**src/pfe_pkg.sv**
```systemverilog
`timescale 1ns / 1ps

package pfe_pkg;

	localparam int PACKED_BYTES = 48;
	localparam int PB_AW        = $clog2(PACKED_BYTES);
	localparam int PB_CW        = $clog2(PACKED_BYTES + 1);
	localparam int VARINT_MAX   = 10;
	localparam int VLEN_W       = $clog2(VARINT_MAX + 1);

	localparam logic [2:0] WT_VARINT = 3'd0;
	localparam logic [2:0] WT_LEN    = 3'd2;

	typedef enum logic [2:0] {
		MODE_VARINT  = 3'd0,
		MODE_LENHDR  = 3'd1,
		MODE_PAYLOAD = 3'd2,
		MODE_PACKED  = 3'd3,
		MODE_CLOSE   = 3'd4
	} pfe_mode_t;

	typedef enum logic [2:0] {
		ST_IDLE,
		ST_TAG,
		ST_VAL,
		ST_PAY,
		ST_APPEND,
		ST_PKLEN,
		ST_PKDATA,
		ST_ERR
	} pfe_state_t;

	typedef struct packed {
		logic [2:0]  mode;
		logic [28:0] field_number;
		logic [63:0] value;
	} pfe_item_t;

	typedef struct packed {
		logic [7:0] out_byte;
		logic       last;
		logic       error;
	} pfe_out_t;

	typedef struct packed {
		logic     vld;
		pfe_out_t data;
	} pfe_emit_t;

	typedef struct packed {
		logic        load;
		logic        shift;
		logic [63:0] data;
	} pfe_vctl_t;

	typedef struct packed {
		logic [6:0] digit;
		logic       more;
		logic [7:0] low;
	} pfe_vsts_t;

	typedef struct packed {
		logic             we;
		logic [PB_AW-1:0] waddr;
		logic [7:0]       wdata;
		logic             re;
		logic [PB_AW-1:0] raddr;
	} pfe_ram_t;

	typedef struct packed {
		logic             busy;
		logic [PB_CW-1:0] fill;
		logic             ovf;
	} pfe_sts_t;

	// Number of base-128 digits needed for v (1 to 10).
	function automatic logic [VLEN_W-1:0] varint_len(logic [63:0] v);
		logic [VLEN_W-1:0] n;
		n = VLEN_W'(1);
		for (int g = 1; g < VARINT_MAX; g++) begin
			if ((v >> (7 * g)) != 64'd0) begin
				n = VLEN_W'(g + 1);
			end
		end
		return n;
	endfunction

endpackage

```
**src/protobuf_field_emitter.sv**
```systemverilog
`timescale 1ns / 1ps
// Serializes protocol-buffer fields into a wire byte stream.
// Input channel (item_valid / item_stall / item): one field command per
// transaction, selected by mode: varint field, length header, payload byte,
// packed element, packed close. Output channel (enc_valid / enc_stall / enc):
// one wire byte per transaction, last on the final byte of a command, error
// on the single byte of a packed close whose buffer overflowed.
// Commands are handled one at a time; item_stall stays high while one runs.
// Once a command is taken, the sequencer state and then the output register
// lie before its first byte; bytes then follow one per cycle while the output
// is not stalled, varint digits shifted out 7 bits a step by the varint
// shift register. A packed close with data waits on the first buffer read
// before its data bytes; a packed element is written through the buffer
// write port, one byte a cycle; a dropped element or an unused mode emits no byte.
// A stall on the output holds the byte in the output register and freezes
// the sequencer's byte-emitting states; nothing is lost or repeated.
// Reset clears the fill count and the overflow flag; the packed buffer
// contents need no clearing, since only written bytes are ever read back.
module protobuf_field_emitter
	import pfe_pkg::*;
(
	input  logic      clk,
	input  logic      arst_n,
	input  logic      item_valid,
	output logic      item_stall,
	input  pfe_item_t item,
	output logic      enc_valid,
	input  logic      enc_stall,
	output pfe_out_t  enc
);

	pfe_emit_t  emit;
	pfe_vctl_t  vctl;
	pfe_vsts_t  vsts;
	pfe_ram_t   ram;
	pfe_sts_t   sts;
	logic [7:0] rdata;
	logic       advance;
	logic       enc_valid_q;
	pfe_out_t   enc_q;

	pfe_seq u_seq (
		.clk        (clk),
		.arst_n     (arst_n),
		.item_valid (item_valid),
		.item       (item),
		.advance    (advance),
		.emit       (emit),
		.vctl       (vctl),
		.vsts       (vsts),
		.ram        (ram),
		.rdata      (rdata),
		.sts        (sts)
	);

	pfe_varint u_varint (
		.clk (clk),
		.ctl (vctl),
		.sts (vsts)
	);

	pfe_ram #(
		.WIDTH (8),
		.DEPTH (PACKED_BYTES)
	) u_ram (
		.clk   (clk),
		.we    (ram.we),
		.waddr (ram.waddr),
		.wdata (ram.wdata),
		.re    (ram.re),
		.raddr (ram.raddr),
		.rdata (rdata)
	);

	// Advance when the output register is empty or being drained.
	assign advance = !enc_valid_q || !enc_stall;

	always_ff @(posedge clk or negedge arst_n) begin
		if (!arst_n) begin
			enc_valid_q <= 1'b0;
		end else if (advance) begin
			enc_valid_q <= emit.vld;
		end
	end

	always_ff @(posedge clk) begin
		if (advance && emit.vld) begin
			enc_q <= emit.data;
		end
	end

	assign item_stall = sts.busy;
	assign enc_valid  = enc_valid_q;
	assign enc        = enc_q;

	a_fill_bound: assert property (@(posedge clk) disable iff (!arst_n)
		sts.fill <= PB_CW'(PACKED_BYTES))
		else $error("packed fill beyond buffer size");

	a_ovf_near_full: assert property (@(posedge clk) disable iff (!arst_n)
		sts.ovf |-> (int'(sts.fill) + VARINT_MAX > PACKED_BYTES))
		else $error("overflow flagged while an element would still fit");

	a_error_form: assert property (@(posedge clk) disable iff (!arst_n)
		(enc_valid && enc.error) |-> (enc.last && enc.out_byte == 8'd0))
		else $error("error byte malformed");

	a_busy_no_emit: assert property (@(posedge clk) disable iff (!arst_n)
		!sts.busy |-> !emit.vld)
		else $error("idle sequencer emits a byte");

endmodule

```
**src/pfe_ram.sv**
```systemverilog
`timescale 1ns / 1ps

module pfe_ram #(
	parameter int WIDTH = 8,
	parameter int DEPTH = 48
) (
	input  logic                     clk,
	input  logic                     we,
	input  logic [$clog2(DEPTH)-1:0] waddr,
	input  logic [WIDTH-1:0]         wdata,
	input  logic                     re,
	input  logic [$clog2(DEPTH)-1:0] raddr,
	output logic [WIDTH-1:0]         rdata
);

	logic [WIDTH-1:0] mem_q [DEPTH];
	logic [WIDTH-1:0] rdata_q;

	always_ff @(posedge clk) begin
		if (we) begin
			mem_q[waddr] <= wdata;
		end
		if (re) begin
			rdata_q <= mem_q[raddr];
		end
	end

	assign rdata = rdata_q;

endmodule

```
**src/pfe_varint.sv**
```systemverilog
`timescale 1ns / 1ps

module pfe_varint
	import pfe_pkg::*;
(
	input  logic      clk,
	input  pfe_vctl_t ctl,
	output pfe_vsts_t sts
);

	logic [63:0] sr_q;

	// Shift out one 7-bit digit per step, least significant first.
	always_ff @(posedge clk) begin
		if (ctl.load) begin
			sr_q <= ctl.data;
		end else if (ctl.shift) begin
			sr_q <= {7'd0, sr_q[63:7]};
		end
	end

	assign sts.digit = sr_q[6:0];
	assign sts.more  = |sr_q[63:7];
	assign sts.low   = sr_q[7:0];

endmodule

```
**src/pfe_seq.sv**
```systemverilog
`timescale 1ns / 1ps

module pfe_seq
	import pfe_pkg::*;
(
	input  logic       clk,
	input  logic       arst_n,
	input  logic       item_valid,
	input  pfe_item_t  item,
	input  logic       advance,
	output pfe_emit_t  emit,
	output pfe_vctl_t  vctl,
	input  pfe_vsts_t  vsts,
	output pfe_ram_t   ram,
	input  logic [7:0] rdata,
	output pfe_sts_t   sts
);

	pfe_state_t       state_q, state_d;
	logic [63:0]      value_q;
	logic             close_q;
	logic [PB_CW-1:0] fill_q, ptr_q;
	logic             ovf_q, rvalid_q;
	logic             accept, fits, last_pk;
	logic [PB_CW:0]   need;
	logic             pk_clr, ovf_set, fill_inc, ptr_inc, consume;
	logic [2:0]       wt;

	assign accept  = item_valid && (state_q == ST_IDLE);
	assign need    = {1'b0, fill_q} + (PB_CW + 1)'(varint_len(item.value));
	assign fits    = need <= (PB_CW + 1)'(PACKED_BYTES);
	assign last_pk = (ptr_q == fill_q);
	assign consume = (state_q == ST_PKDATA) && advance && rvalid_q;
	assign wt      = (pfe_mode_t'(item.mode) == MODE_VARINT) ? WT_VARINT : WT_LEN;

	always_comb begin
		state_d = state_q;
		unique case (state_q)
			ST_IDLE: begin
				if (item_valid) begin
					unique case (pfe_mode_t'(item.mode))
						MODE_VARINT, MODE_LENHDR: state_d = ST_TAG;
						MODE_PAYLOAD:             state_d = ST_PAY;
						MODE_PACKED: begin
							if (!ovf_q && fits) begin
								state_d = ST_APPEND;
							end
						end
						MODE_CLOSE:               state_d = ovf_q ? ST_ERR : ST_TAG;
						default:                  state_d = ST_IDLE;
					endcase
				end
			end
			ST_TAG: begin
				if (advance && !vsts.more) begin
					state_d = close_q ? ST_PKLEN : ST_VAL;
				end
			end
			ST_VAL: begin
				if (advance && !vsts.more) begin
					state_d = ST_IDLE;
				end
			end
			ST_PAY: begin
				if (advance) begin
					state_d = ST_IDLE;
				end
			end
			ST_APPEND: begin
				if (!vsts.more) begin
					state_d = ST_IDLE;
				end
			end
			ST_PKLEN: begin
				if (advance && !vsts.more) begin
					state_d = (fill_q == '0) ? ST_IDLE : ST_PKDATA;
				end
			end
			ST_PKDATA: begin
				if (consume && last_pk) begin
					state_d = ST_IDLE;
				end
			end
			ST_ERR: begin
				if (advance) begin
					state_d = ST_IDLE;
				end
			end
			default: state_d = ST_IDLE;
		endcase
	end

	always_comb begin
		emit      = '0;
		vctl      = '0;
		ram       = '0;
		pk_clr    = 1'b0;
		ovf_set   = 1'b0;
		fill_inc  = 1'b0;
		ptr_inc   = 1'b0;
		ram.waddr = fill_q[PB_AW-1:0];
		ram.raddr = ptr_q[PB_AW-1:0];
		ram.wdata = {vsts.more, vsts.digit};
		unique case (state_q)
			ST_IDLE: begin
				if (accept) begin
					vctl.load = 1'b1;
					if (pfe_mode_t'(item.mode) == MODE_PAYLOAD ||
					    pfe_mode_t'(item.mode) == MODE_PACKED) begin
						vctl.data = item.value;
					end else begin
						vctl.data = {32'd0, item.field_number, wt};
					end
					// Drop the element and flag the buffer when it does not fit whole.
					if (pfe_mode_t'(item.mode) == MODE_PACKED && !ovf_q && !fits) begin
						ovf_set = 1'b1;
					end
				end
			end
			ST_TAG: begin
				emit.vld           = 1'b1;
				emit.data.out_byte = {vsts.more, vsts.digit};
				if (advance) begin
					if (vsts.more) begin
						vctl.shift = 1'b1;
					end else begin
						vctl.load = 1'b1;
						vctl.data = close_q ? 64'(fill_q) : value_q;
					end
				end
			end
			ST_VAL: begin
				emit.vld           = 1'b1;
				emit.data.out_byte = {vsts.more, vsts.digit};
				emit.data.last     = !vsts.more;
				vctl.shift         = advance;
			end
			ST_PAY: begin
				emit.vld           = 1'b1;
				emit.data.out_byte = vsts.low;
				emit.data.last     = 1'b1;
			end
			ST_APPEND: begin
				ram.we     = 1'b1;
				fill_inc   = 1'b1;
				vctl.shift = 1'b1;
			end
			ST_PKLEN: begin
				emit.vld           = 1'b1;
				emit.data.out_byte = {vsts.more, vsts.digit};
				emit.data.last     = !vsts.more && (fill_q == '0);
				vctl.shift         = advance;
				pk_clr             = advance && !vsts.more && (fill_q == '0);
			end
			ST_PKDATA: begin
				emit.vld           = rvalid_q;
				emit.data.out_byte = rdata;
				emit.data.last     = last_pk;
				// Prefetch the next byte once the held one is gone or leaving.
				ram.re             = !last_pk && (!rvalid_q || advance);
				ptr_inc            = ram.re;
				pk_clr             = consume && last_pk;
			end
			ST_ERR: begin
				emit.vld        = 1'b1;
				emit.data.last  = 1'b1;
				emit.data.error = 1'b1;
				pk_clr          = advance;
			end
			default: begin
				emit = '0;
			end
		endcase
	end

	always_ff @(posedge clk or negedge arst_n) begin
		if (!arst_n) begin
			state_q  <= ST_IDLE;
			fill_q   <= '0;
			ovf_q    <= 1'b0;
			ptr_q    <= '0;
			rvalid_q <= 1'b0;
			close_q  <= 1'b0;
		end else begin
			state_q <= state_d;
			if (pk_clr) begin
				fill_q <= '0;
				ovf_q  <= 1'b0;
			end else begin
				if (fill_inc) begin
					fill_q <= fill_q + PB_CW'(1);
				end
				if (ovf_set) begin
					ovf_q <= 1'b1;
				end
			end
			if (state_q != ST_PKDATA) begin
				ptr_q    <= '0;
				rvalid_q <= 1'b0;
			end else begin
				if (ptr_inc) begin
					ptr_q <= ptr_q + PB_CW'(1);
				end
				if (ram.re) begin
					rvalid_q <= 1'b1;
				end else if (consume) begin
					rvalid_q <= 1'b0;
				end
			end
			if (accept) begin
				close_q <= (pfe_mode_t'(item.mode) == MODE_CLOSE);
			end
		end
	end

	always_ff @(posedge clk) begin
		if (accept) begin
			value_q <= item.value;
		end
	end

	assign sts.busy = (state_q != ST_IDLE);
	assign sts.fill = fill_q;
	assign sts.ovf  = ovf_q;

endmodule

```
**config.mk**
```make
export PLATFORM = sky130hd
export DESIGN_NAME = protobuf_field_emitter
export DESIGN_NICKNAME = d
export VERILOG_FILES = /design/src/pfe_pkg.sv /design/src/protobuf_field_emitter.sv /design/src/pfe_ram.sv /design/src/pfe_varint.sv /design/src/pfe_seq.sv
export SDC_FILE = /design/constraint.sdc
export NUM_CORES = 1
export LEC_CHECK = 0
export BUFFER_PORTS_ARGS = -buffer_cell sky130_fd_sc_hd__buf_2
export CAP_MARGIN = 30
export CELL_PAD_IN_SITES_DETAIL_PLACEMENT = 0
export CELL_PAD_IN_SITES_GLOBAL_PLACEMENT = 2
export CORE_MARGIN = 1.5
export CORE_UTILIZATION = 50
export CTS_CLUSTER_SIZE = 14
export DETAILED_ROUTE_END_ITERATION = 7
export PLACE_DENSITY_LB_ADDON = 0.1
export REMOVE_ABC_BUFFERS = 1
export SLEW_MARGIN = 0
export SYNTH_ARGS = -nofsm -noshare
export SYNTH_HDL_FRONTEND = slang
export SYNTH_SLANG_ARGS = --single-unit
```
**constraint.sdc**
```tcl
create_clock -name clk -period 15.6 [get_ports clk]
set_input_delay 0.78 -clock clk [delete_from_list [all_inputs] [get_ports clk]]
set_output_delay 0.78 -clock clk [all_outputs]
set_load 0.02 [all_outputs]
```
* Word level (Yosys, flattened, before mapping)
Memory sizes are Yosys's and may differ from the RTL's. A register that Yosys moved wholly into a read port is not among the register bits.
Index checks and enable logic that the tools add are counted.
Widths: inputs -> output; s select.
** Storage, ports and cells
- Flip-flop bits (word level) :: 157
- Input bits :: 100
- Memories :: 1
- Output and inout port bits :: 12
- RAM bits :: 384
** Memories
- u_ram.mem_q :: depth 48, width 8, rd ports 1, clocked after Yosys merged registers in 1, write ports 1, line pfe_ram.sv:16 : logic [WIDTH-1:0] mem_q [DEPTH];
** Operators by class
- Muxes and demuxes :: 57
- Magnitude comparators :: 1
- Equal/unequal tests :: 21
- Reductions and logical operators :: 46
- Add/subtract/negate cells :: 3
** Operators with widths (count)
- $reduce_bool 64->1 :: 8
- $mux 64 :: 6
- $pmux 64 s2 :: 1
- $mux 66 :: 1
- $reduce_or 57->1 :: 1
- $mux 3 :: 11
- $mux 4 :: 8
- $mux 6 :: 4
- $pmux 8 s3 :: 1
- $pmux 3 s7 :: 1
- $mux 1 :: 16
- $eq 3x3->1 const B :: 5
- $add 6x1->6 const B :: 2
- $eq 3x2->1 const B :: 4
- $logic_and 1x1->1 :: 12
- $pmux 3 s4 :: 1
- $ne 2x1->1 const B :: 4
- $reduce_and 8->1 :: 1
- $reduce_bool 2->1 :: 4
- $add 6x4->7 :: 1
- $le 7x6->1 const B :: 1
- $logic_not 1->1 :: 7
- $eq 3x1->1 const B :: 2
- $eq 6x6->1 :: 1
- 13 further kinds :: 25

* Longest topological paths before layout
Gate-level depths: netlist of the first run.
- Word-level depth :: 19
- Mapped depth :: 15
- Gate-level depth less buffers :: 15

* Cells and area by module
A second synthesis of the first run with hierarchy kept.
** Second synthesis, totals
- Cells, all modules :: 1457
- Area, all modules :: 23674.0 µm²
** By module, submodules not included
- pfe_ram :: sequential area each 11771.3 µm², times used 1, area each 15429.8 µm², cells an instance 793
- pfe_seq :: sequential area each 2372.3 µm², times used 1, area each 5008.6 µm², cells an instance 479
- pfe_varint :: sequential area each 1921.8 µm², times used 1, area each 2887.8 µm², cells an instance 171
- protobuf_field_emitter :: sequential area each 325.3 µm², times used 1, area each 347.8 µm², cells an instance 14

* Least setup slack after synthesis of the first run
No wires, ideal clock.
- Kind :: input port to flip-flop
- Start point :: in item_valid
- End point :: reg u_varint.sr_q[0] (enable)
- Setup slack :: 9373 ps
- Stages :: 2
- Arrival time :: 5643 ps
- Cells stage by stage :: nor2_1 > o32ai_1
** On the way
- Longest elaborated chain between the ends :: 4
** Ends and longest elaborated chain
- from (decl) :: line protobuf_field_emitter.sv:24 : input logic item_valid,
- $logic_and 1x1->1 :: line pfe_seq.sv:29 : assign accept = item_valid && (state_q == ST_IDLE);
- $mux 1 :: line pfe_seq.sv:106 : if (accept) begin
- $pmux 1 s2 :: line pfe_seq.sv:104 : unique case (state_q)
- $reduce_bool 2->1 (no source line)
- to (signal assigned) :: line pfe_varint.sv:16 : sr_q <= ctl.data;
- to (signal assigned) :: line pfe_varint.sv:18 : sr_q <= {7'd0, sr_q[63:7]};
- to (decl) :: line pfe_varint.sv:11 : logic [63:0] sr_q;
Every way passes these cells.
A chain may end at the register's enable or synchronous reset.

* Worst setup path after layout of the first run
- Start point :: in item[38] in the netlist's numbering
- End point :: reg u_seq.state_q[2]
** On the way
- Longest elaborated chain between the ends :: 15
- Elaborated cells between the ends (all ways) :: 19
- Those cells by class :: add/sub: 1; order compare: 1; eq/ne: 1; mux: 9; reduce/logical: 7
** Ends and longest elaborated chain
- from (decl) :: line protobuf_field_emitter.sv:26 : input pfe_item_t item,
- $reduce_bool 64->1 :: line pfe_pkg.sv:81 : if ((v >> (7 * g)) != 64'd0) begin
- $mux 2 :: line pfe_pkg.sv:81
- $mux 4 (3 in series) :: line pfe_pkg.sv:81
- $mux 4 (*) (5 in series) :: line pfe_pkg.sv:81
- $add 6x4->7 (*) :: line pfe_seq.sv:30 : assign need = {1'b0, fill_q} + (PB_CW + 1)'(varint_len(item.value));
- $le 7x6->1 (*) :: line pfe_seq.sv:31 : assign fits = need <= (PB_CW + 1)'(PACKED_BYTES);
- $logic_and 1x1->1 (*) :: line pfe_seq.sv:45 : if (!ovf_q && fits) begin
- $ne 3x3->1 (no source line) (*)
- $reduce_and 8->1 (no source line) (*)
- to (signal assigned) :: line pfe_seq.sv:185 : state_q <= state_d;
- to (decl) :: line pfe_seq.sv:19 : pfe_state_t state_q, state_d;
Every way passes the cells marked *; elsewhere a longest branch is shown, timed or not.

==> impl_table.tex, run 1 <==
\begin{tabular}{lr}
\hline
Metric & Value \\
\hline
\multicolumn{2}{l}{\textbf{Cells and area}} \\
Utilization of the core after routing & 57.6\% \\
Synth-to-layout area growth & 13.4\% \\
Final instance count without filler cells & 2037 \\
Final design instance area without fill & 25500 µm² \\
Register cell area after layout & 16400 µm² \\
Count of fill cells added during filler insertion & 3424 \\
Fraction of final layout cells sized beyond drive strength 1 & 22.7\% \\
Area of combinational cells with multiple inputs & 5700 µm² \\
Number of nets at the end of the flow & 1509 \\
\multicolumn{2}{l}{\textbf{Timing}} \\
Unrepaired setup endpoints after global routing & no \\
Final setup fails & 0 \\
Post-layout min period & 3.99 ns \\
Setup clock skew after layout & 0.0208 ns \\
Pins over their slew limit & 0 \\
Setup TNS & 0 ns \\
Worst Max-Slew Pin Slew & 0.965 ns \\
Final worst setup slack & 11.61 ns \\
Endpoints failing hold & 0 \\
Final clock period utilization by the worst path & 25.6\% \\
Relative slew slack & 35.4\% \\
Top achievable clock speed & 0.251 GHz \\
\multicolumn{2}{l}{\textbf{Hold path}} \\
Type of the tightest min-delay check & input pin to async pin \\
\multicolumn{2}{l}{\textbf{Worst setup path}} \\
Dominant delay contributor by cell family on the critical path & simple AND/OR/NAND/NOR gates \\
Number of buffers and inverters on the critical path & 1 \\
CP Max Fanout & 3 \\
Required time of the critical path & 16.11 ns \\
Launch instance of the worst register-to-register path & u\_varint.sr\_q[52] \\
Worst path max stage delay & 0.60 ns \\
Nature of the critical path endpoint & flop \\
Critical path class & input pin to flop \\
Slowest stage cell on the critical path & sky130\_fd\_sc\_hd\_\_nor4\_1 \\
Worst r2r dst & u\_varint.sr\_q[48] \\
Cells along the critical path & buf\_2 > or4\_1 > nor4\_1 > nand2\_1 > nor4\_1 > o21ai\_0 > a21oi\_1 > ha\_1 > a21o\_1 > a21oi\_1 > a41oi\_1 > a221o\_1 > a32o\_1 \\
Worst-case register-to-register setup slack & 12.04 ns \\
Arr. time, crit path & 4.50 ns \\
Setup crit start kind & input pin \\
Register-to-Register Path Depth & 7 \\
\multicolumn{2}{l}{\textbf{Clocking}} \\
Post-CTS Hold Buffers & 0 \\
Cell at the root of the clock tree & sky130\_fd\_sc\_hd\_\_clkbuf\_16 \\
Post-CTS Repair Setup Buffers & 0 \\
Clock buffer depth & 3 \\
Skew-Pair Late Insertion Delay & 0.62 ns \\
Count of H-tree levels built during CTS & 2 \\
Clock tree from TritonCTS & yes \\
Clock input transition at the sequential cells of the worst setup and hold paths & 0.06 ns \\
TritonCTS Sinks & 549 \\
Number of resized instances in the post-cts repair step & 0 \\
TritonCTS Buffers & 55 \\
\multicolumn{2}{l}{\textbf{Floorplan}} \\
Initial standard-cell utilization of the core & 50.8\% \\
DIE WIDTH & 215 µm \\
Number of top-level pins & 112 \\
Total Die Area & 46200 µm² \\
Row Count & 77 \\
Core footprint & 44200 µm² \\
Vertical extent of the die & 215 µm \\
\multicolumn{2}{l}{\textbf{Synth}} \\
Synth unique cells & 55 \\
Count of synthesis-stage warnings from yosys & 0 \\
Seq/Total Area, Yosys & 73.0\% \\
Synth area leader & sky130\_fd\_sc\_hd\_\_edfxtp\_1 \\
Cell types with the largest area share after synthesis & sky130\_fd\_sc\_hd\_\_edfxtp\_1, sky130\_fd\_sc\_hd\_\_mux4\_2, sky130\_fd\_sc\_hd\_\_a221o\_1 \\
Number of enable-type register cells in the synthesized netlist & 530 \\
Area share of the largest cell type after synthesis & 70.9\% \\
Post-synthesis instance area & 22400 µm² \\
Synthesized flop and latch total & 549 \\
Most frequent cells after synthesis & sky130\_fd\_sc\_hd\_\_edfxtp\_1, sky130\_fd\_sc\_hd\_\_mux4\_2, sky130\_fd\_sc\_hd\_\_nand2\_1, sky130\_fd\_sc\_hd\_\_nor2\_1, sky130\_fd\_sc\_hd\_\_a221o\_1 \\
Mapped Avg Cell Area & 17.4 µm² \\
Cell with the most instances after synthesis & sky130\_fd\_sc\_hd\_\_edfxtp\_1 \\
Number of standard cells after synthesis & 1288 \\
Async set-or-reset flop fraction in the synthesized netlist & 3.46\% \\
Top\_reg\_cell synth & sky130\_fd\_sc\_hd\_\_edfxtp\_1 \\
\multicolumn{2}{l}{\textbf{Flow run}} \\
Max-capacitance violation count & 0 \\
\multicolumn{2}{l}{\textbf{Place}} \\
Worst setup timing slack at the placement stage & 10.87 ns \\
Final HPWL DP & 33700 µm \\
Final weighted congestion in routability-driven placement & 0.795 \\
PortBufs & 111 \\
Placed instance count & 1934 \\
Cell area reported after detailed placement & 23700 µm² \\
\multicolumn{2}{l}{\textbf{GRT}} \\
Via count of the first global-routing pass & 12500 \\
Global-route total usage across every layer & 23.3\% \\
Congestion Overflow GR & 0 \\
Antenna violations before repair & 5 \\
Pin count of the biggest net entering global routing & 73 \\
First-pass GRT wire length & 79600 µm \\
\multicolumn{2}{l}{\textbf{Detailed routing}} \\
DRT Pass-1 Iters & 5 \\
Number of nets with antenna violations after detailed routing & 0 \\
Final routed wirelength across all metal layers & 53300 µm \\
Number of DRC violations after detailed routing & 0 \\
Routed wire length per instance & 26.2 µm \\
First DRT Iteration DRCs & 1139 \\
Via Count & 12300 \\
Vias per inst & 6.03 \\
\multicolumn{2}{l}{\textbf{Run status}} \\
Outcome & finished clean \\
\multicolumn{2}{l}{\textbf{Pwr}} \\
Leak pwr & 8.10 nW \\
Total power divided by cell area & 165 nW/µm² \\
Peak VDD IR & 0.000113 V \\
\hline
\end{tabular}
kinds of logic (layout without fill, tap and decap cells):
| group | Yosys count | in the layout | synth area share, % |
|---|---|---|---|
| buffers and inverters | 91 | 247 | 1.70 |
| muxes | 112 | 112 | 10.8 |
| AOI/OAI and AO/OA | 204 | 204 | 6.61 |
| adders and majority gates | 8 | 8 | 0.479 |
| other | 0 | 1 | 0 |
| and+or+nand+nor | 307 | 307 | 6.72 |
| DFF | 549 | 549 | 73.0 |
| xor gates and xnor gates | 17 | 17 | 0.663 |
final cells by class:
type                            count  area share [%]
Multi-Input combinational cell    648            22.4
Antenna cell                        1         0.00983
Sequential cell                   549            64.4
Tap cell                          592            2.91
Inverter                           13           0.197
Clock buffer                       63            5.52
Timing Repair Buffer              134            3.25
Clock inverter                     37            1.30
layout by cell type, fill, tap and decap left out, types with 14 or more instances in the layout:
master	netlist	layout
sky130_fd_sc_hd__a21oi_1	49	49
sky130_fd_sc_hd__a221o_1	52	52
sky130_fd_sc_hd__a22o_1	23	23
sky130_fd_sc_hd__and3_1	29	29
sky130_fd_sc_hd__buf_2	14	111
sky130_fd_sc_hd__buf_4	2	17
sky130_fd_sc_hd__clkbuf_16	0	55
sky130_fd_sc_hd__clkinv_1	2	19
sky130_fd_sc_hd__dfrtp_1	19	17
sky130_fd_sc_hd__edfxtp_1	530	530
sky130_fd_sc_hd__mux4_2	104	104
sky130_fd_sc_hd__nand2_1	99	98
sky130_fd_sc_hd__nor2_1	83	83
sky130_fd_sc_hd__nor4_1	25	25
sky130_fd_sc_hd__o21ai_0	20	20
sky130_fd_sc_hd__o22ai_1	34	34
sky130_fd_sc_hd__xor2_1	14	14
stage by stage:
step / hold slack [ns] / total power [mW]
2_1_floorplan: 0.484 / 2.63
4_1_cts: 0.110 / 4.25
3_5_place_dp: 0.524 / 2.97
6_report: 0.117 / 4.21
3_3_place_gp: 0.526 / 2.94
5_1_grt: 0.124 / 4.38
report_power, final:
group	switching, mW	internal, mW	total, mW
Combinational	0.524	0.248	0.772
Sequential	0.144	2.01	2.15
Clock	0.557	0.729	1.29
state kept, by name, summed over array words and instances, names as in the netlist, 3 cells and up:
signal / cells
enc: 10
u_ram.mem_q: 384
u_ram.rdata: 8
u_seq.fill_q: 6
u_seq.ptr_q: 6
u_seq.state_q: 3
u_seq.value_q: 64
u_varint.sr_q: 64
layer usage:
metal  up-vias  global-route usage (%)  part of all wire, %
met3       105                    4.64                  5.6
met4         8                    7.77                  3.1
met2       366                    36.8                   48
met1      6292                    32.8                   43
li1       5503                       -                    -
met5         -                       0                0.098
worst max-delay path by stage:
stage / end / slack, ns / start / cells past startpoint
after floorplan: u_varint.sr_q[0] / 9.37 / item_valid / 2
after global placement: u_seq.state_q[2] / 10.87 / item[38] / 14
after detailed placement: u_seq.state_q[2] / 10.87 / item[38] / 13
after CTS: u_seq.state_q[2] / 11.53 / item[38] / 13
after global routing: u_seq.state_q[2] / 11.25 / item[38] / 13
final: u_seq.state_q[2] / 11.61 / item[38] / 13
Note: power is estimated with default switching activity, not from simulation.
==> run 2, diff against run 1 <==
- ABC_AREA: not set -> 1
- CORE_UTILIZATION: 50 -> 42
- clock period: 15.6 -> 3.8 ns (I/O delays scaled with it)
==> impl_table.tex, run 2 <==
\begin{tabular}{lr}
\hline
Metric & Value \\
\hline
\multicolumn{2}{l}{\textbf{Place}} \\
PortBufs & 111 (unchanged) \\
Final weighted congestion in routability-driven placement & 0.827 (+4.0\%) \\
Cell area reported after detailed placement & 25300 µm² (+7.0\%) \\
Final HPWL DP & 41800 µm (+24\%) \\
Placed instance count & 2949 (+52\%) \\
\multicolumn{2}{l}{\textbf{Synth}} \\
Cell types with the largest area share after synthesis & sky130\_fd\_sc\_hd\_\_edfxtp\_1, sky130\_fd\_sc\_hd\_\_nor2\_1, sky130\_fd\_sc\_hd\_\_nand2\_1 \\
Async set-or-reset flop fraction in the synthesized netlist & 3.46\% (unchanged) \\
Adder and majority cell fraction of the synthesized area & 0.455\% (-0.025 points) \\
Seq/Total Area, Yosys & 69.3\% (-3.8 points) \\
Count of synthesis-stage warnings from yosys & 0 (unchanged) \\
Cell with the most instances after synthesis & sky130\_fd\_sc\_hd\_\_edfxtp\_1 \\
Number of standard cells after synthesis & 2126 (+65\%) \\
Portion of netlist area occupied by mux cells & 0\% (-11 points) \\
Synthesized flop and latch total & 549 (unchanged) \\
Most frequent cells after synthesis & sky130\_fd\_sc\_hd\_\_edfxtp\_1, sky130\_fd\_sc\_hd\_\_nor2\_1, sky130\_fd\_sc\_hd\_\_nand2\_1, sky130\_fd\_sc\_hd\_\_o21ai\_0, sky130\_fd\_sc\_hd\_\_nand3\_1 \\
Top\_reg\_cell synth & sky130\_fd\_sc\_hd\_\_edfxtp\_1 \\
Number of enable-type register cells in the synthesized netlist & 530 (unchanged) \\
Mapped Avg Cell Area & 11.1 µm² (-36\%) \\
Dominant combinational cell family by area after synthesis & simple AND/OR/NAND/NOR gates \\
Basic-gate share of the synthesized area counting and, or, nand and nor cells & 16.4\% (+9.7 points) \\
Parity-gate share of the synthesized area counting xor and xnor cells & 0.185\% (-0.48 points) \\
Synth area leader & sky130\_fd\_sc\_hd\_\_edfxtp\_1 \\
Synth unique cells & 41 (-25\%) \\
Post-synthesis instance area & 23700 µm² (+5.4\%) \\
Compound-Gate Fraction of Synth Area & 10.4\% (+3.8 points) \\
Area share of the largest cell type after synthesis & 67.3\% (-3.7 points) \\
\multicolumn{2}{l}{\textbf{Timing}} \\
Relative slew slack & 34.9\% (-0.56 points) \\
Top achievable clock speed & 0.309 GHz \\
Setup clock skew after layout & 0.0182 ns (-0.00265 ns) \\
Endpoints failing hold & 0 (unchanged) \\
Pins over their slew limit & 0 (unchanged) \\
Final clock period utilization by the worst path & 85.2\% \\
Final worst hold slack & 0.0379 ns (-0.0792 ns) \\
Post-layout min period & 3.24 ns \\
Unrepaired setup endpoints after global routing & no \\
Worst Max-Slew Pin Slew & 0.973 ns (+0.00844 ns) \\
Final setup fails & 0 (unchanged) \\
\multicolumn{2}{l}{\textbf{Clocking}} \\
Skew-Pair Late Insertion Delay & 0.62 ns (about the same) \\
Cell at the root of the clock tree & sky130\_fd\_sc\_hd\_\_clkbuf\_16 \\
TritonCTS Sinks & 549 (unchanged) \\
Clock buffer depth & 3 (unchanged) \\
TritonCTS Buffers & 59 (+7.3\%) \\
Clock input transition at the sequential cells of the worst setup and hold paths & 0.06 ns (about the same) \\
Number of resized instances in the post-cts repair step & 0 (unchanged) \\
Count of H-tree levels built during CTS & 2 (unchanged) \\
Clock tree from TritonCTS & yes \\
\multicolumn{2}{l}{\textbf{Worst setup path}} \\
Dominant delay contributor by cell family on the critical path & simple AND/OR/NAND/NOR gates \\
CP Max Fanout & 4 (+1) \\
Required time of the critical path & 4.34 ns (-11.77 ns) \\
Arr. time, crit path & 3.78 ns (-0.72 ns) \\
Register-to-Register Path Depth & 9 (+2) \\
Setup crit start kind & input pin \\
Critical path class & input pin to flop \\
Slowest stage cell on the critical path & sky130\_fd\_sc\_hd\_\_dlygate4sd3\_1 \\
Launch instance of the worst register-to-register path & u\_seq.state\_q[1] \\
Worst r2r dst & u\_ram.mem\_q[42][0] \\
Nature of the critical path endpoint & flop \\
Most frequent cell on the critical path & sky130\_fd\_sc\_hd\_\_nand2\_1 \\
Number of buffers and inverters on the critical path & 3 (+2) \\
Worst path max stage delay & 0.54 ns (-0.06 ns) \\
Worst-case register-to-register setup slack & 1.04 ns (-11.00 ns) \\
\multicolumn{2}{l}{\textbf{Hold path}} \\
Cell depth of the worst min-delay path & 3 \\
Startpoint of the lowest-slack hold path & item[83] \\
Type of the tightest min-delay check & input pin to flop \\
Worst hold endpoint & u\_varint.sr\_q[22] \\
\multicolumn{2}{l}{\textbf{Cells and area}} \\
Most frequent cells in the layout & sky130\_fd\_sc\_hd\_\_edfxtp\_1, sky130\_fd\_sc\_hd\_\_nor2\_1, sky130\_fd\_sc\_hd\_\_nand2\_1 \\
Final design instance area without fill & 28100 µm² (+10\%) \\
Final instance count without filler cells & 3133 (+54\%) \\
Register containing the most flip-flops in the final layout & u\_ram.mem\_q \\
Number of flip-flops in the largest register & 384 (unchanged) \\
Number of nets at the end of the flow & 2445 (+62\%) \\
Synth-to-layout area growth & 18.7\% \\
Most common library cell in the layout ignoring fill and taps & sky130\_fd\_sc\_hd\_\_edfxtp\_1 \\
Fraction of final layout cells sized beyond drive strength 1 & 12.8\% (-9.9 points) \\
Utilization of the core after routing & 50.7\% (-6.9 points) \\
Biggest registers after layout & u\_ram.mem\_q: 384 flops, u\_seq.value\_q: 64 flops, u\_varint.sr\_q: 64 flops \\
\multicolumn{2}{l}{\textbf{Pwr}} \\
Peak VDD IR & 0.000366 V (+220\%) \\
Leak pwr & 10.2 nW (+26\%) \\
Power share of the combinational group & 19.3\% (+1.0 points) \\
Clk network pwr share & 32.6\% (+2.1 points) \\
Part of the total power dissipated in sequential elements & 48.1\% (-3.0 points) \\
Internal power consumption & 12.7 mW (+330\%) \\
Net switching power of the design & 5.55 mW (+350\%) \\
Overall Power & 18.2 mW (+330\%) \\
Total power divided by cell area & 649 nW/µm² (+290\%) \\
Switching portion of total power & 30.4\% (+1.3 points) \\
\multicolumn{2}{l}{\textbf{GRT}} \\
Pin count of the biggest net entering global routing & 176 (+140\%) \\
Via count of the first global-routing pass & 16500 (+32\%) \\
Congestion Overflow GR & 0 (unchanged) \\
First-pass GRT wire length & 101000 µm (+27\%) \\
GR met1 Demand/Resource & 31.5\% (-1.2 points) \\
Antenna violations before repair & 2 (-3) \\
Global-route total usage across every layer & 23.5\% (+0.20 points) \\
Busiest layer in global routing & met2 \\
Grt met2 use & 39.9\% (+3.1 points) \\
Global routing met3 resource utilization & 3.88\% (-0.76 points) \\
\multicolumn{2}{l}{\textbf{Detailed routing}} \\
Final routed wirelength across all metal layers & 66900 µm (+26\%) \\
Vias per inst & 5.37 (-11\%) \\
DRT Pass-1 Iters & 5 (unchanged) \\
Via Count & 16800 (+37\%) \\
Number of nets with antenna violations after detailed routing & 0 (unchanged) \\
Number of DRC violations after detailed routing & 0 (unchanged) \\
First DRT Iteration DRCs & 1231 (+8.1\%) \\
Routed wire length per instance & 21.4 µm (-18\%) \\
\multicolumn{2}{l}{\textbf{Floorplan}} \\
Row Count & 86 (+12\%) \\
Total Die Area & 57800 µm² (+25\%) \\
Initial standard-cell utilization of the core & 42.7\% (-8.0 points) \\
Vertical extent of the die & 240 µm (+12\%) \\
DIE WIDTH & 240 µm (+12\%) \\
Number of top-level pins & 112 (unchanged) \\
Core footprint & 55400 µm² (+25\%) \\
\multicolumn{2}{l}{\textbf{Run status}} \\
Outcome & finished clean \\
\multicolumn{2}{l}{\textbf{Flow run}} \\
Max-capacitance violation count & 0 (unchanged) \\
\hline
\end{tabular}
[run 2: cell count changes after synthesis, sizes merged, moves of 27 or more]
cell and delta:
nor2 +311, nand2 +271, o21ai +226, nand3 +149, mux4 -104, inv +53, a221o -52, o22ai +49
and3 -29, o211ai +29, a21oi -27
[run 2: worst register-to-register path: cells and delay by family, from the launching register on]
kind                   cells  cell delay [ns]
AND/OR/NAND/NOR            5             1.46
flip-flops                 1             0.43
buffers and inverters      4             0.59
[run 2: timing repair]
action,in CTS,in global routing
hold endpoints to repair,129,0
setup buffers,0,0
hold buffers,75,0
endpoints found under the setup margin,0,0
[run 2: how the worst max path moves through the flow]
stage,start,end,slack (ns),cells past startpoint
final,item[10],u_seq.state_q[0],0.56,25
after global routing,item[53],u_seq.state_q[0],0.26,25
after CTS,item[10],u_seq.state_q[0],0.59,25
after detailed placement,item[10],u_seq.state_q[0],0.51,24
after global placement,item[22],u_seq.state_q[1],0.52,24
after floorplan,u_seq.ptr_q[0],u_ram.rdata[1],-2.38,7
[run 2: through the flow]
stage                     worst slack, ns  setup TNS [ns]
final                               0.562               0
after global routing                0.263               0
after CTS                           0.593               0
after detailed placement            0.509               0
after global placement              0.520               0
after floorplan                     -2.38         -190.44
[run 2: cell type report]
type                            count  area (µm²)
Timing Repair Buffer              268        1970
Inverter                           67         256
Clock inverter                     36         429
Multi-Input combinational cell   1392        6520
Antenna cell                        1        2.50
Fill cell                        4977       27300
Clock buffer                       72        1590
Sequential cell                   549       16400
Tap cell                          748         936
[run 2: cell families (layout without fill, tap and decap cells)]
logic type                 after synthesis  after routing
AOI/OAI and AO/OA                      428            428
and+or+nand+nor                        951            951
adders and majority gates                8              8
xor gates and xnor gates                 5              5
buffers and inverters                  185            443
other                                    0              1
DFF                                    549            549
[run 2: power by group through the flow]
stage / Combinational, mW / Sequential [mW] / Clock, mW
finish: 3.53 / 8.77 / 5.94
global route: 3.93 / 8.85 / 6.31
CTS: 3.59 / 8.78 / 6.07
detailed placement: 3.53 / 8.90 / 0
global placement: 3.51 / 8.88 / 0
floorplan: 1.73 / 8.96 / 0
[run 2: metal layers]
layer	wire [µm]	share of wire [%]
met1	28900	43
met2	33200	50
met3	3450	5.2
met4	1450	2.2
met5	13	0.019
